### config.mk
export PLATFORM = sky130hd
export DESIGN_NAME = resonance_and_level_tracker_flat
export DESIGN_NICKNAME = d
export VERILOG_FILES = /design/src/design/rlt_pkg.sv /design/src/design/rlt_item_if.sv /design/src/design/rlt_result_if.sv /design/src/design/rlt_cfg_if.sv /design/src/design/rlt_ctrl.sv /design/src/design/rlt_dpath.sv /design/src/design/resonance_and_level_tracker.sv /design/src/flat_wrapper.sv
export SDC_FILE = /design/constraint.sdc
export NUM_CORES = 1
export LEC_CHECK = 0
export BUFFER_PORTS_ARGS = -buffer_cell sky130_fd_sc_hd__clkbuf_2
export CORE_AREA = 10 10 301 303
export DETAILED_ROUTE_END_ITERATION = 8
export DIE_AREA = 0 0 311 313
export SLEW_MARGIN = 20
export SYNTH_ARGS = -nofsm -noshare
export SYNTH_HDL_FRONTEND = slang
export SYNTH_SLANG_ARGS = --single-unit
### constraint.sdc
create_clock -name clk -period 15.8 [get_ports clk]
set_input_delay 0.79 -clock clk [delete_from_list [all_inputs] [get_ports clk]]
set_output_delay 0.79 -clock clk [all_outputs]
set_load 0.05 [all_outputs]
### src/design/rlt_pkg.sv
// ----------------------------------------------------------------------------
// rlt_pkg
// Types and codes shared by the resonance and level tracker modules.
// ----------------------------------------------------------------------------
package rlt_pkg;

  // Request kinds on the input channel
  localparam logic [1:0] KIND_SAMPLE = 2'd0;
  localparam logic [1:0] KIND_START  = 2'd1;
  localparam logic [1:0] KIND_STOP   = 2'd2;

  // Settle wait requests
  localparam logic [1:0] REQ_NONE  = 2'd0;
  localparam logic [1:0] REQ_SHORT = 2'd1;
  localparam logic [1:0] REQ_LONG  = 2'd2;

  // Reported phase
  localparam logic [1:0] PHASE_OFF   = 2'd0;
  localparam logic [1:0] PHASE_IDLE  = 2'd1;
  localparam logic [1:0] PHASE_SWEEP = 2'd2;
  localparam logic [1:0] PHASE_BIAS  = 2'd3;

  // Configuration register indexes
  localparam logic [1:0] CFG_FREQ_STEP  = 2'd0;
  localparam logic [1:0] CFG_MAX_OFFSET = 2'd1;
  localparam logic [1:0] CFG_BIAS_MIN   = 2'd2;
  localparam logic [1:0] CFG_BIAS_MAX   = 2'd3;

  typedef enum logic [1:0] {
    MODE_OFF,
    MODE_CURRENT,
    MODE_AMP
  } mode_t;

  typedef enum logic [2:0] {
    S_IDLE,
    S_DECODE,
    S_MUL,
    S_ACC,
    S_SWEEP,
    S_BIAS,
    S_OUT
  } state_t;

  typedef struct packed {
    logic load;
    logic apply;
    logic mul;
    logic acc;
    logic sweep;
    logic bias;
    logic out_load;
  } cmd_t;

  typedef struct packed {
    logic [1:0] kind;
    logic       mode_on;
    logic       settled;
    logic       sweeping;
    logic       bias_stepping;
  } stat_t;

endpackage

### src/design/rlt_item_if.sv
// ----------------------------------------------------------------------------
// rlt_item_if
// Input channel: sample, start and stop requests.
// ----------------------------------------------------------------------------
interface rlt_item_if;
  logic              valid;
  logic              ready;
  logic [1:0]        kind;
  logic              hold_amplitude;
  logic signed [10:0] meas_current;
  logic signed [10:0] meas_amp;
  logic              settled;
  logic [15:0]       load_freq;
  logic [7:0]        load_bias;

  modport source (
    output valid, kind, hold_amplitude, meas_current, meas_amp, settled,
           load_freq, load_bias,
    input  ready
  );
  modport sink (
    input  valid, kind, hold_amplitude, meas_current, meas_amp, settled,
           load_freq, load_bias,
    output ready
  );
endinterface

### src/design/rlt_result_if.sv
// ----------------------------------------------------------------------------
// rlt_result_if
// Output channel: drive settings, settle request and phase.
// ----------------------------------------------------------------------------
interface rlt_result_if;
  logic        valid;
  logic        ready;
  logic [15:0] drive_freq;
  logic [7:0]  bias_pwm;
  logic [1:0]  settle_request;
  logic [1:0]  phase;

  modport source (
    output valid, drive_freq, bias_pwm, settle_request, phase,
    input  ready
  );
  modport sink (
    input  valid, drive_freq, bias_pwm, settle_request, phase,
    output ready
  );
endinterface

### src/design/rlt_cfg_if.sv
// ----------------------------------------------------------------------------
// rlt_cfg_if
// Configuration write channel: register index and write data.
// ----------------------------------------------------------------------------
interface rlt_cfg_if;
  logic       valid;
  logic       ready;
  logic [1:0] index;
  logic [7:0] data;

  modport source (
    output valid, index, data,
    input  ready
  );
  modport sink (
    input  valid, index, data,
    output ready
  );
endinterface

### src/design/rlt_ctrl.sv
// ----------------------------------------------------------------------------
// rlt_ctrl
// Sequencer: walks each request through decode, then as needed through
// multiply-accumulate, sweep and bias steps; owns both channel handshakes.
// ----------------------------------------------------------------------------
module rlt_ctrl (
  input  logic           clk,
  input  logic           rst,
  input  logic           in_valid,
  output logic           in_ready,
  output logic           out_valid,
  input  logic           out_ready,
  input  rlt_pkg::stat_t stat,
  output rlt_pkg::cmd_t  cmd
);

  rlt_pkg::state_t state, state_next;
  logic step_needed;
  logic out_free;

  assign step_needed = (stat.kind == rlt_pkg::KIND_SAMPLE) && stat.mode_on && stat.settled &&
                       (stat.sweeping || stat.bias_stepping);
  assign out_free    = !out_valid || out_ready;

  always_ff @(posedge clk) begin
    if (rst) begin
      state     <= rlt_pkg::S_IDLE;
      out_valid <= 1'b0;
    end else begin
      state <= state_next;
      if (cmd.out_load) begin
        out_valid <= 1'b1;
      end else if (out_ready) begin
        out_valid <= 1'b0;
      end
    end
  end

  always_comb begin
    state_next = state;
    unique case (state)
      rlt_pkg::S_IDLE: begin
        if (in_valid) state_next = rlt_pkg::S_DECODE;
      end
      rlt_pkg::S_DECODE: begin
        if (!step_needed)       state_next = rlt_pkg::S_OUT;
        else if (stat.sweeping) state_next = rlt_pkg::S_MUL;
        else                    state_next = rlt_pkg::S_BIAS;
      end
      rlt_pkg::S_MUL:   state_next = rlt_pkg::S_ACC;
      rlt_pkg::S_ACC:   state_next = rlt_pkg::S_SWEEP;
      // a finished sweep may hand over to a bias step at once
      rlt_pkg::S_SWEEP: state_next = rlt_pkg::S_BIAS;
      rlt_pkg::S_BIAS:  state_next = rlt_pkg::S_OUT;
      rlt_pkg::S_OUT: begin
        if (out_free) state_next = rlt_pkg::S_IDLE;
      end
      default: state_next = rlt_pkg::S_IDLE;
    endcase
  end

  always_comb begin
    cmd      = '0;
    in_ready = 1'b0;
    unique case (state)
      rlt_pkg::S_IDLE: begin
        in_ready = 1'b1;
        cmd.load = in_valid;
      end
      rlt_pkg::S_DECODE: cmd.apply = !step_needed;
      rlt_pkg::S_MUL:    cmd.mul   = 1'b1;
      rlt_pkg::S_ACC:    cmd.acc   = 1'b1;
      rlt_pkg::S_SWEEP:  cmd.sweep = 1'b1;
      rlt_pkg::S_BIAS:   cmd.bias  = 1'b1;
      rlt_pkg::S_OUT:    cmd.out_load = out_free;
      default: ;
    endcase
  end

endmodule

### src/design/rlt_dpath.sv
// ----------------------------------------------------------------------------
// rlt_dpath
// Tracking state, configuration registers, sweep multiply-accumulate,
// correction clamp, bias stepper and the result register.
// ----------------------------------------------------------------------------
module rlt_dpath (
  input  logic               clk,
  input  logic               rst,
  input  rlt_pkg::cmd_t      cmd,
  output rlt_pkg::stat_t     stat,
  input  logic               cfg_we,
  input  logic [1:0]         cfg_index,
  input  logic [7:0]         cfg_data,
  input  logic [1:0]         kind,
  input  logic               hold_amplitude,
  input  logic signed [10:0] meas_current,
  input  logic signed [10:0] meas_amp,
  input  logic               settled,
  input  logic [15:0]        load_freq,
  input  logic [7:0]         load_bias,
  output logic [15:0]        drive_freq,
  output logic [7:0]         bias_pwm,
  output logic [1:0]         settle_request,
  output logic [1:0]         phase
);

  function automatic logic [15:0] sat16(input logic signed [17:0] v);
    if (v[17])     return 16'd0;
    else if (v[16]) return 16'hFFFF;
    else           return v[15:0];
  endfunction

  // configuration
  logic [3:0] freq_step, max_offset;
  logic [7:0] bias_min, bias_max;

  // captured request
  logic [1:0]         kind_r;
  logic               hold_r;
  logic signed [10:0] cur_r, amp_r;
  logic               settled_r;
  logic [15:0]        load_freq_r;
  logic [7:0]         load_bias_r;

  // tracking state
  rlt_pkg::mode_t     mode;
  logic               sweeping, bias_stepping;
  logic signed [4:0]  offset;
  logic [3:0]         step_copy, bound_copy;
  logic [7:0]         lim;
  logic signed [8:0]  off_step;
  logic [15:0]        base_freq;
  logic signed [23:0] weighted_sum;
  logic               zero_run;
  logic signed [10:0] current_target, amp_target;
  logic [15:0]        freq_now;
  logic [7:0]         bias_now;
  logic signed [19:0] prod;
  logic               last_pt;
  logic [1:0]         req;

  // combinational helpers
  logic [7:0]         lim_cfg;
  logic signed [17:0] start_sum, fin_sum, step_sum;
  logic signed [23:0] lim_w;
  logic signed [8:0]  lim9, corr;
  logic               on_target, cur_low;
  logic signed [10:0] now_v, keep_v;

  assign lim_cfg   = {4'd0, freq_step} * {4'd0, max_offset};
  assign start_sum = $signed({2'b00, freq_now}) - $signed({10'd0, lim_cfg});
  assign lim_w     = $signed({16'd0, lim});
  assign lim9      = $signed({1'b0, lim});

  always_comb begin
    priority if (weighted_sum > lim_w)           corr = lim9;
    else if (weighted_sum < (24'sd0 - lim_w))    corr = 9'sd0 - lim9;
    else                                         corr = weighted_sum[8:0];
  end

  assign fin_sum  = $signed({2'b00, base_freq}) + $signed({{9{corr[8]}}, corr});
  assign step_sum = $signed({2'b00, base_freq}) + $signed({{9{off_step[8]}}, off_step});

  assign on_target = (cur_r == current_target) &&
                     ((amp_r == amp_target) || (mode == rlt_pkg::MODE_CURRENT));
  assign cur_low   = cur_r < current_target;
  assign now_v     = (mode == rlt_pkg::MODE_CURRENT) ? cur_r : amp_r;
  assign keep_v    = (mode == rlt_pkg::MODE_CURRENT) ? current_target : amp_target;

  assign stat.kind          = kind_r;
  assign stat.mode_on       = (mode != rlt_pkg::MODE_OFF);
  assign stat.settled       = settled_r;
  assign stat.sweeping      = sweeping;
  assign stat.bias_stepping = bias_stepping;

  always_ff @(posedge clk) begin
    if (rst) begin
      freq_step  <= 4'd1;
      max_offset <= 4'd5;
      bias_min   <= 8'd0;
      bias_max   <= 8'hFF;
    end else if (cfg_we) begin
      unique case (cfg_index)
        rlt_pkg::CFG_FREQ_STEP:  freq_step  <= cfg_data[3:0];
        rlt_pkg::CFG_MAX_OFFSET: max_offset <= cfg_data[3:0];
        rlt_pkg::CFG_BIAS_MIN:   bias_min   <= cfg_data;
        rlt_pkg::CFG_BIAS_MAX:   bias_max   <= cfg_data;
        default: ;
      endcase
    end
  end

  // captured request and sweep product carry no reset
  always_ff @(posedge clk) begin
    if (cmd.load) begin
      kind_r      <= kind;
      hold_r      <= hold_amplitude;
      cur_r       <= meas_current;
      amp_r       <= meas_amp;
      settled_r   <= settled;
      load_freq_r <= load_freq;
      load_bias_r <= load_bias;
    end
    if (cmd.mul) prod <= $signed({{9{cur_r[10]}}, cur_r}) *
                         $signed({{11{off_step[8]}}, off_step});
  end

  always_ff @(posedge clk) begin
    if (rst) begin
      mode           <= rlt_pkg::MODE_OFF;
      sweeping       <= 1'b0;
      bias_stepping  <= 1'b0;
      offset         <= '0;
      step_copy      <= '0;
      bound_copy     <= '0;
      lim            <= '0;
      off_step       <= '0;
      base_freq      <= '0;
      weighted_sum   <= '0;
      zero_run       <= 1'b0;
      current_target <= '0;
      amp_target     <= '0;
      freq_now       <= '0;
      bias_now       <= '0;
      last_pt        <= 1'b0;
      req            <= rlt_pkg::REQ_NONE;
    end else begin
      if (cmd.load) req <= rlt_pkg::REQ_NONE;

      if (cmd.apply) begin
        priority case (kind_r)
          rlt_pkg::KIND_START: begin
            mode           <= hold_r ? rlt_pkg::MODE_AMP : rlt_pkg::MODE_CURRENT;
            current_target <= cur_r;
            amp_target     <= amp_r;
            freq_now       <= load_freq_r;
            bias_now       <= load_bias_r;
          end
          rlt_pkg::KIND_STOP: begin
            mode          <= rlt_pkg::MODE_OFF;
            sweeping      <= 1'b0;
            bias_stepping <= 1'b0;
          end
          rlt_pkg::KIND_SAMPLE: begin
            if (mode == rlt_pkg::MODE_OFF) begin
              sweeping      <= 1'b0;
              bias_stepping <= 1'b0;
            end else if (!sweeping && !bias_stepping && !on_target) begin
              if (cur_low) begin
                // open the sweep at the lowest offset
                sweeping     <= 1'b1;
                weighted_sum <= '0;
                base_freq    <= freq_now;
                bound_copy   <= max_offset;
                step_copy    <= freq_step;
                lim          <= lim_cfg;
                offset       <= 5'sd0 - $signed({1'b0, max_offset});
                off_step     <= 9'sd0 - $signed({1'b0, lim_cfg});
                freq_now     <= sat16(start_sum);
              end else begin
                bias_stepping <= 1'b1;
              end
              req <= rlt_pkg::REQ_SHORT;
            end
          end
          default: ;
        endcase
      end

      if (cmd.acc) begin
        weighted_sum <= weighted_sum + {{4{prod[19]}}, prod};
        last_pt      <= (offset == $signed({1'b0, bound_copy}));
        if (offset != $signed({1'b0, bound_copy})) begin
          offset   <= offset + 5'sd1;
          off_step <= off_step + $signed({5'd0, step_copy});
        end
      end

      if (cmd.sweep) begin
        if (last_pt) begin
          freq_now <= sat16(fin_sum);
          sweeping <= 1'b0;
          if (corr != 9'sd0) begin
            zero_run <= 1'b0;
          end else if (zero_run) begin
            // second zero correction in a row: go trim the bias
            zero_run      <= 1'b0;
            bias_stepping <= 1'b1;
          end else begin
            zero_run <= 1'b1;
          end
        end else begin
          freq_now <= sat16(step_sum);
          req      <= rlt_pkg::REQ_SHORT;
        end
      end

      if (cmd.bias && bias_stepping) begin
        if ((now_v < keep_v) && (bias_now < bias_max)) begin
          bias_now <= bias_now + 8'd1;
          req      <= rlt_pkg::REQ_LONG;
        end else if ((now_v > keep_v) && (bias_now > bias_min)) begin
          bias_now <= bias_now - 8'd1;
          req      <= rlt_pkg::REQ_LONG;
        end else begin
          bias_stepping  <= 1'b0;
          current_target <= cur_r;
        end
      end
    end
  end

  always_ff @(posedge clk) begin
    if (cmd.out_load) begin
      drive_freq     <= freq_now;
      bias_pwm       <= bias_now;
      settle_request <= req;
      if (mode == rlt_pkg::MODE_OFF) phase <= rlt_pkg::PHASE_OFF;
      else if (bias_stepping)        phase <= rlt_pkg::PHASE_BIAS;
      else if (sweeping)             phase <= rlt_pkg::PHASE_SWEEP;
      else                           phase <= rlt_pkg::PHASE_IDLE;
    end
  end

endmodule

### src/design/resonance_and_level_tracker.sv
// ----------------------------------------------------------------------------
// resonance_and_level_tracker
// Resonance and drive level tracker for an ultrasonic generator.
// ----------------------------------------------------------------------------
// One result leaves for every request taken. A request is taken in the idle
// state and passes through decode and then the output state before the
// sequencer returns to idle: start, stop and plain samples take only these,
// a bias step adds the bias state, and a settled sample during a frequency
// sweep adds the multiply, accumulate, sweep and bias states, for the
// registered multiply and accumulate of current times offset, the correction
// clamp and the bias step that can follow a finished sweep. The output
// register lets the next request in while a result waits; the sequencer only
// stalls when a new result is ready and the previous one has not been taken.
// Configuration writes are accepted in every cycle and belong to quiet periods.
module resonance_and_level_tracker (
  input  logic          clk,
  input  logic          rst,
  rlt_item_if.sink      item,
  rlt_result_if.source  result,
  rlt_cfg_if.sink       cfg
);

  rlt_pkg::cmd_t  cmd;
  rlt_pkg::stat_t stat;

  assign cfg.ready = 1'b1;

  rlt_ctrl u_ctrl (
    .clk       (clk),
    .rst       (rst),
    .in_valid  (item.valid),
    .in_ready  (item.ready),
    .out_valid (result.valid),
    .out_ready (result.ready),
    .stat      (stat),
    .cmd       (cmd)
  );

  rlt_dpath u_dpath (
    .clk            (clk),
    .rst            (rst),
    .cmd            (cmd),
    .stat           (stat),
    .cfg_we         (cfg.valid),
    .cfg_index      (cfg.index),
    .cfg_data       (cfg.data),
    .kind           (item.kind),
    .hold_amplitude (item.hold_amplitude),
    .meas_current   (item.meas_current),
    .meas_amp       (item.meas_amp),
    .settled        (item.settled),
    .load_freq      (item.load_freq),
    .load_bias      (item.load_bias),
    .drive_freq     (result.drive_freq),
    .bias_pwm       (result.bias_pwm),
    .settle_request (result.settle_request),
    .phase          (result.phase)
  );

endmodule

### src/flat_wrapper.sv
// flat-port wrapper written by rule: the top's interface ports become plain ports
module resonance_and_level_tracker_flat 
  (clk, rst, item_valid, item_kind, item_hold_amplitude, item_meas_current, item_meas_amp, item_settled, item_load_freq, item_load_bias, item_ready, result_valid, result_drive_freq, result_bias_pwm, result_settle_request, result_phase, result_ready, cfg_valid, cfg_index, cfg_data, cfg_ready);
  rlt_item_if item_i ();
  rlt_result_if result_i ();
  rlt_cfg_if cfg_i ();
  input  logic clk;
  input  logic rst;
  input wire logic [$bits(item_i.valid)-1:0] item_valid;
  input wire logic [$bits(item_i.kind)-1:0] item_kind;
  input wire logic [$bits(item_i.hold_amplitude)-1:0] item_hold_amplitude;
  input wire logic [$bits(item_i.meas_current)-1:0] item_meas_current;
  input wire logic [$bits(item_i.meas_amp)-1:0] item_meas_amp;
  input wire logic [$bits(item_i.settled)-1:0] item_settled;
  input wire logic [$bits(item_i.load_freq)-1:0] item_load_freq;
  input wire logic [$bits(item_i.load_bias)-1:0] item_load_bias;
  output wire logic [$bits(item_i.ready)-1:0] item_ready;
  output wire logic [$bits(result_i.valid)-1:0] result_valid;
  output wire logic [$bits(result_i.drive_freq)-1:0] result_drive_freq;
  output wire logic [$bits(result_i.bias_pwm)-1:0] result_bias_pwm;
  output wire logic [$bits(result_i.settle_request)-1:0] result_settle_request;
  output wire logic [$bits(result_i.phase)-1:0] result_phase;
  input wire logic [$bits(result_i.ready)-1:0] result_ready;
  input wire logic [$bits(cfg_i.valid)-1:0] cfg_valid;
  input wire logic [$bits(cfg_i.index)-1:0] cfg_index;
  input wire logic [$bits(cfg_i.data)-1:0] cfg_data;
  output wire logic [$bits(cfg_i.ready)-1:0] cfg_ready;
  assign item_i.valid = item_valid;
  assign item_i.kind = item_kind;
  assign item_i.hold_amplitude = item_hold_amplitude;
  assign item_i.meas_current = item_meas_current;
  assign item_i.meas_amp = item_meas_amp;
  assign item_i.settled = item_settled;
  assign item_i.load_freq = item_load_freq;
  assign item_i.load_bias = item_load_bias;
  assign item_ready = item_i.ready;
  assign result_valid = result_i.valid;
  assign result_drive_freq = result_i.drive_freq;
  assign result_bias_pwm = result_i.bias_pwm;
  assign result_settle_request = result_i.settle_request;
  assign result_phase = result_i.phase;
  assign result_i.ready = result_ready;
  assign cfg_i.valid = cfg_valid;
  assign cfg_i.index = cfg_index;
  assign cfg_i.data = cfg_data;
  assign cfg_ready = cfg_i.ready;
  resonance_and_level_tracker u_core (.clk(clk), .rst(rst), .item(item_i), .result(result_i), .cfg(cfg_i));
endmodule
# Yosys cells after proc, flatten, opt, wreduce, memory -nomap -nowiden

Cells that the tools add are included.

Logic and storage cells: 218
Bits in registers: 250
Bits of input ports: 65

Add/subtract/negate cells: 12
Reductions and logical operators: 42
Muxes and demuxes: 97
Multiply operators: 2
Order comparisons: 7
Equal/unequal tests: 22
Bitwise logic cells: 1

Operators by type and width:

| operator              | count |
|---|---|
| $mux W16              | 12 |
| $mux W24              | 6 |
| $mux W9               | 9 |
| $mux W11              | 7 |
| $mux W8               | 5 |
| $add A17 B9 Y18       | 2 |
| $mux W5               | 7 |
| $pmux W16 S2          | 1 |
| $mux W1               | 29 |
| $sub A1 B8 Y9 const A | 3 |
| $mux W2               | 13 |
| $add A24 B24 Y24      | 1 |
| $gt A24 B9 Y1         | 1 |
| $lt A24 B9 Y1         | 1 |
| $eq A11 B11 Y1        | 2 |
| $lt A11 B11 Y1        | 2 |
| $pmux W3 S7           | 1 |
| $mul A11 B9 Y20       | 1 |
| $sub A16 B8 Y17       | 1 |
| $reduce_and A2 Y1     | 8 |
| $reduce_bool A2 Y1    | 8 |
| $reduce_and A5 Y1     | 3 |
| $mux W3               | 4 |
| $gt A11 B11 Y1        | 1 |
| other kinds (28)      | 55 |

# Logic depth before layout (Yosys ltp)

Word-level depth: 16
Depth in mapped cells: 25
Depth with buffers taken out: 25

# Hierarchy

Synthesis repeated with hierarchy kept, for this count alone.

Cell total of the unflattened synthesis: 2101
Area, all modules: 19053.3 µm²

By module, submodules not included:

| module                      | sequential area each (µm²) | cells each | instances | area an instance (µm²) |
|---|---|---|---|---|
| rlt_dpath                   | 5905.7                     | 2056       | 1         | 18721.7 |
| rlt_ctrl                    | 80.1                       | 43         | 1         | 320.3 |
| resonance_and_level_tracker | 0.0                        | 2          | 1         | 11.3 |

# Worst setup path after synthesis

OpenSTA, ideal clock, no wires.

Kind: register to register
From: register u_core.u_dpath.lim[2]
To: register u_core.u_dpath.freq_now[11]
Data arrival time: 6.077 ns
Buffers on the path: 1
Setup slack: 9.654 ns
Setup time: 0.069 ns
Data required time: 15.731 ns
Stages on the path, launching flop included: 26
Cell sequence: dfxtp_1 clkbuf_1 or3_1 or3_1 or3_1 xnor2_1 ha_1 o211ai_1 o21ai_0 o211ai_1 a41oi_1 nor2_1 nor3_1 or2_2 ha_1 inv_1 fa_1 nor2b_1 o31a_1 o41a_1 o21ai_0 a211oi_1 nor3_1 mux4_2 o211a_1 o21ai_1

Word-level cells in the longest chain between the ends: 9
Elaborated cells between the ends (all ways): 11
Those cells by class: 3 x add/sub; 2 x order compare; 6 x mux

RTL lines:

| what                   | line             | text |
|---|---|---|
| start, declared        | rlt_dpath.sv:50  | `logic [7:0] lim;` |
| start signal, assigned | rlt_dpath.sv:176 | `lim <= lim_cfg;` |
| $sub A1 B8 Y9          | rlt_dpath.sv:77  | `else if (weighted_sum < (24'sd0 - lim_w)) corr = 9'sd0 - lim9;` |
| $lt A24 B9 Y1          | rlt_dpath.sv:77  |  |
| $mux W9                | rlt_dpath.sv:77  |  |
| $mux W9 (*)            | rlt_dpath.sv:76  | `priority if (weighted_sum > lim_w) corr = lim9;` |
| $add A17 B9 Y18 (*)    | rlt_dpath.sv:81  | `assign fin_sum = $signed({2'b00, base_freq}) + $signed({{9{corr[8]}}, corr});` |
| $mux W16               | rlt_dpath.sv:29  | `else if (v[16]) return 16'hFFFF;` |
| $mux W16 (*)           | rlt_dpath.sv:28  | `if (v[17]) return 16'd0;` |
| $mux W16 (*)           | rlt_dpath.sv:200 | `if (last_pt) begin` |
| $mux W16 (*)           | rlt_dpath.sv:199 | `if (cmd.sweep) begin` |
| end signal, assigned   | rlt_dpath.sv:179 | `freq_now <= sat16(start_sum);` |
| end signal, assigned   | rlt_dpath.sv:201 | `freq_now <= sat16(fin_sum);` |
| end signal, assigned   | rlt_dpath.sv:213 | `freq_now <= sat16(step_sum);` |
| end, declared          | rlt_dpath.sv:56  | `logic [15:0] freq_now;` |

Mark *: on every way between the ends. The rest lies on a longest branch, timed or not.
A chain may end at the register's enable or synchronous reset.

# Worst setup path in the final report

From: register u_core.u_dpath.lim[2]
To: register u_core.u_dpath.freq_now[3]

Same word-level chain as after synthesis.

==> run summary <==
Status - completed
Area growth from synthesis to layout - 14.30%
CTS root buffer - clkbuf_16
Worst Setup Path Type - register to register
DIE HEIGHT - 313 um
Vias post-DR - 15740
DR top layer - met5
Number of global-route vias before repair - 15530
Arrival time at the worst endpoint - 7.50 ns
GRT Residual Overflow - 0
Syn Area/Cell - 9.010 sq um
First-pass GRT wire length - 85.01 mm
Hold Crit Class - primary input to register
Initial DRT Pass Iterations - 5
Largest net degree at the start of global routing - 75
RSZ-0062 raised after global routing - false
Peak VDD IR - 77.49 uV
Share of cells above drive strength 1 - 9.519%
Setup crit start kind - register
Die Wd - 311 um
M1 WL - 23.87 mm
CTS tree - yes
Initial DRC count - 1059
Clock transition at path regs - 0.06 ns
Final slew viol count - 0
Hpwl dp - 40.52 mm
# hold bufs at CTS - 0
Worst R2R Setup Slack - 8.78 ns
Syn Inst Count - 2134
Final layout net count - 2519
RR Startpoint - u_core.u_dpath.lim[2]
Row count - 107
Max Fclk - 142.4 MHz
Min-Delay Endpoint - u_core.u_dpath.load_freq_r[3]
Met2 Wirelength - 25.43 mm
Die area - 97340 sq um
Number of CTS-inserted buffers - 28
# DRC - 0
Drt total wl - 53.18 mm
DR vias/cell - 4.697
Sequential share of the synthesized area - 31.13%
Req. time, crit path - 16.28 ns
Count of flip-flops with a built-in enable after synthesis - 98
Metal3 WL - 2.786 mm
RR Endpoint - u_core.u_dpath.freq_now[3]
Clk buf depth - 3
Count of final setup violators - 0
Drt wl/cell - 15.87 um
Crit. End Element - register
Hold Path Stages - 1
Setup Skew - 0.01746 ns
Worst-Skew Late Latency - 0.58 ns
PD cells - 87.87 nW/um^2
Global placement routability congestion - 0.8855
Final hold viol count - 0
Final TNS setup - 0 ns
Final period util - 44.46%
Slew margin rel. - 28.67%
Final setup margin - 8.776 ns
Sw Ratio - 30.81%
CP Max Fanout - 10
H-tree Lvls - 1
Starting Density - 22.72%
Synth Flop Type - dfxtp_1
Post_cts resized - 0
Clock Sinks - 250
Mapped Nets - 2469
YS warnings - 0
Worst r2r path cells - 24
Port Buffer Count - 94
Clock group share of total power - 38.4%
Tot GR Track Use - 10.51%
Cell Area, Synth - 19230 sq um
Async SR Flop Fraction - 0%
Switching pwr - 595.1 uW
# IOs - 96
Lkg Pwr - 0.009096 uW
Int Pwr - 1336 uW
Pre-CTS WS - 8.908 ns
Reg power frac - 39.7%
Measured slew at the worst slew-check pin - 1.043 ns
Post-route ant nets - 0
Seq cells post-synth - 250
Distinct cells, synth - 84
Antenna violations before repair - 2
Hold path startpoint - item_load_freq[3]
Number of max-cap violations - 0
Core ar. - 84610 sq um
Comb pwr share - 21.9%
Final min period - 7.024 ns
Post CTS Setup Buffer Count - 0
-- kinds of logic (layout without fill, tap and decap cells) --
group                      Yosys count  after routing  share of synthesized area [%]
muxes                               57             57                          3.176
buffers and inverters              268            340                          5.375
AOI/OAI and AO/OA                  507            507                          17.43
DFF                                250            250                          31.13
adders and majority gates          270            270                          21.20
and+or+nand+nor                    683            683                          17.20
xor gates and xnor gates            98             98                          4.464
other                                1              2                        0.01950
-- state kept, by name, indices dropped and copies added, names as in the netlist, 5 cells and up --
| signal | cells |
|---|---|
| u_core.u_dpath.current_target | 11 |
| u_core.u_dpath.load_freq_r | 16 |
| u_core.u_dpath.bias_max | 8 |
| u_core.u_dpath.cur_r | 11 |
| u_core.u_dpath.load_bias_r | 8 |
| u_core.u_dpath.base_freq | 16 |
| u_core.u_dpath.bias_now | 8 |
| u_core.u_dpath.drive_freq | 16 |
| u_core.u_dpath.offset | 5 |
| u_core.u_dpath.prod | 20 |
| u_core.u_dpath.freq_now | 16 |
| u_core.u_dpath.weighted_sum | 24 |
| u_core.u_dpath.bias_min | 8 |
| u_core.u_dpath.lim | 8 |
| u_core.u_dpath.bias_pwm | 8 |
| u_core.u_dpath.amp_r | 11 |
| u_core.u_dpath.amp_target | 11 |
| u_core.u_dpath.off_step | 9 |
-- layout make-up --
cell class | instances | area [sq um]
Inverter | 174 | 654.4
Antenna cell | 1 | 2.502
Sequential cell | 250 | 5986
Clock buffer | 32 | 747.0
Clock inverter | 20 | 291.5
Fill cell | 9147 | 62630
Timing Repair Buffer | 114 | 623.1
Multi-Input combinational cell | 1616 | 12240
Tap cell | 1144 | 1431
-- worst max-delay path, stage by stage (launching register included) --
cell and delay [ns]:
dfxtp_1 0.39, or3_1 0.41, or3_1 0.40, or3_1 0.34, xnor2_1 0.15, ha_1 0.31
o211ai_1 0.08, o21ai_0 0.20, o211ai_1 0.17, a41oi_1 0.72, nor2_1 0.21, nor3_1 0.24
or2_2 0.16, ha_1 0.17, inv_1 0.06, fa_1 0.37, nor2b_1 0.22, o31a_1 0.21
o41a_1 0.24, o21ai_0 0.17, a211oi_1 0.80, mux2i_4 0.28, a21oi_1 0.22, a211oi_1 0.07
o41ai_1 0.33
-- Yosys cell counts, types with 27 or more instances --
library cell / count / area (sq um)
a211oi_1: 28 / 210.2
a21o_1: 36 / 270.3
a21oi_1: 153 / 765.7
a31oi_1: 33 / 206.5
and2_1: 53 / 331.6
and3_1: 27 / 168.9
clkbuf_1: 83 / 311.6
dfxtp_1: 152 / 3043
edfxtp_1: 98 / 2943
fa_1: 93 / 1862
ha_1: 177 / 2215
inv_1: 171 / 641.9
mux2i_1: 43 / 430.4
nand2_1: 241 / 904.6
nand2b_1: 31 / 193.9
nand3_1: 59 / 295.3
nor2_1: 117 / 439.2
nor3_1: 51 / 255.2
o21a_1: 27 / 202.7
o21ai_0: 75 / 375.4
xnor2_1: 70 / 613.1
xor2_1: 28 / 245.2
-- stage by stage --
| step | total power [uW] | instances | hold WS (ns) | area (sq um) | utilization [%] |
|---|---|---|---|---|---|
| global route | 2026 | 3350 | 0.3688 | 21970 | 25.97 |
| CTS | 1948 | 3350 | 0.3634 | 21970 | 25.97 |
| floorplan | 1084 | 2134 | 0.4079 | 19230 | - |
| global placement | 1198 | 3298 | 0.4486 | 20940 | 24.74 |
| finish | 1931 | 3351 | 0.3870 | 21980 | 25.97 |
| detailed placement | 1201 | 3298 | 0.4524 | 20940 | 24.74 |
-- worst max-delay path by stage --
stage	start	to	slack, ns	depth (start not counted)
floorplan	u_core.u_dpath.lim[2]	u_core.u_dpath.freq_now[11]	9.65	25
finish	u_core.u_dpath.lim[2]	u_core.u_dpath.freq_now[3]	8.78	24
CTS	u_core.u_dpath.lim[2]	u_core.u_dpath.freq_now[11]	8.88	24
detailed placement	u_core.u_dpath.lim[2]	u_core.u_dpath.freq_now[11]	8.91	24
global route	u_core.u_dpath.lim[2]	u_core.u_dpath.freq_now[3]	8.21	24
global placement	u_core.u_dpath.lim[2]	u_core.u_dpath.freq_now[11]	8.88	24
-- metal layers --
layer / vias to the layer above / GRT usage [%]
li1: 7696 / -
met1: 7599 / 13.47
met2: 374 / 18.14
met3: 70 / 1.737
met4: 2 / 2.754
met5: - / 0
-- placed cells by master (no fill, tap or decap), types with 12 or more instances in the layout --
| master | count |
|---|---|
| nand2_1 | 241 |
| ha_1 | 177 |
| inv_1 | 170 |
| a21oi_1 | 153 |
| dfxtp_1 | 152 |
| nor2_1 | 117 |
| edfxtp_1 | 98 |
| fa_1 | 93 |
| clkbuf_2 | 93 |
| o21ai_0 | 75 |
| xnor2_1 | 70 |
| nand3_1 | 58 |
| and2_1 | 53 |
| nor3_1 | 50 |
| mux2i_1 | 43 |
| a21o_1 | 36 |
| a31oi_1 | 33 |
| nand2b_1 | 31 |
| clkbuf_16 | 29 |
| xor2_1 | 28 |
| a211oi_1 | 27 |
| and3_1 | 27 |
| o21a_1 | 27 |
| buf_4 | 21 |
| o211ai_1 | 20 |
| nor2b_1 | 19 |
| nand4_1 | 17 |
| nor4_1 | 13 |
| a221oi_1 | 13 |
| mux2_2 | 12 |
-- power groups by stage --
stage	clock [uW]	sequential [uW]	combinational [uW]
after CTS	759	768	421
after detailed placement	0	781	419
after floorplan	0	760	324
final	741	768	422
after global routing	784	773	469
after global placement	0	782	417
No activity file was read; power rests on OpenSTA's default activity.
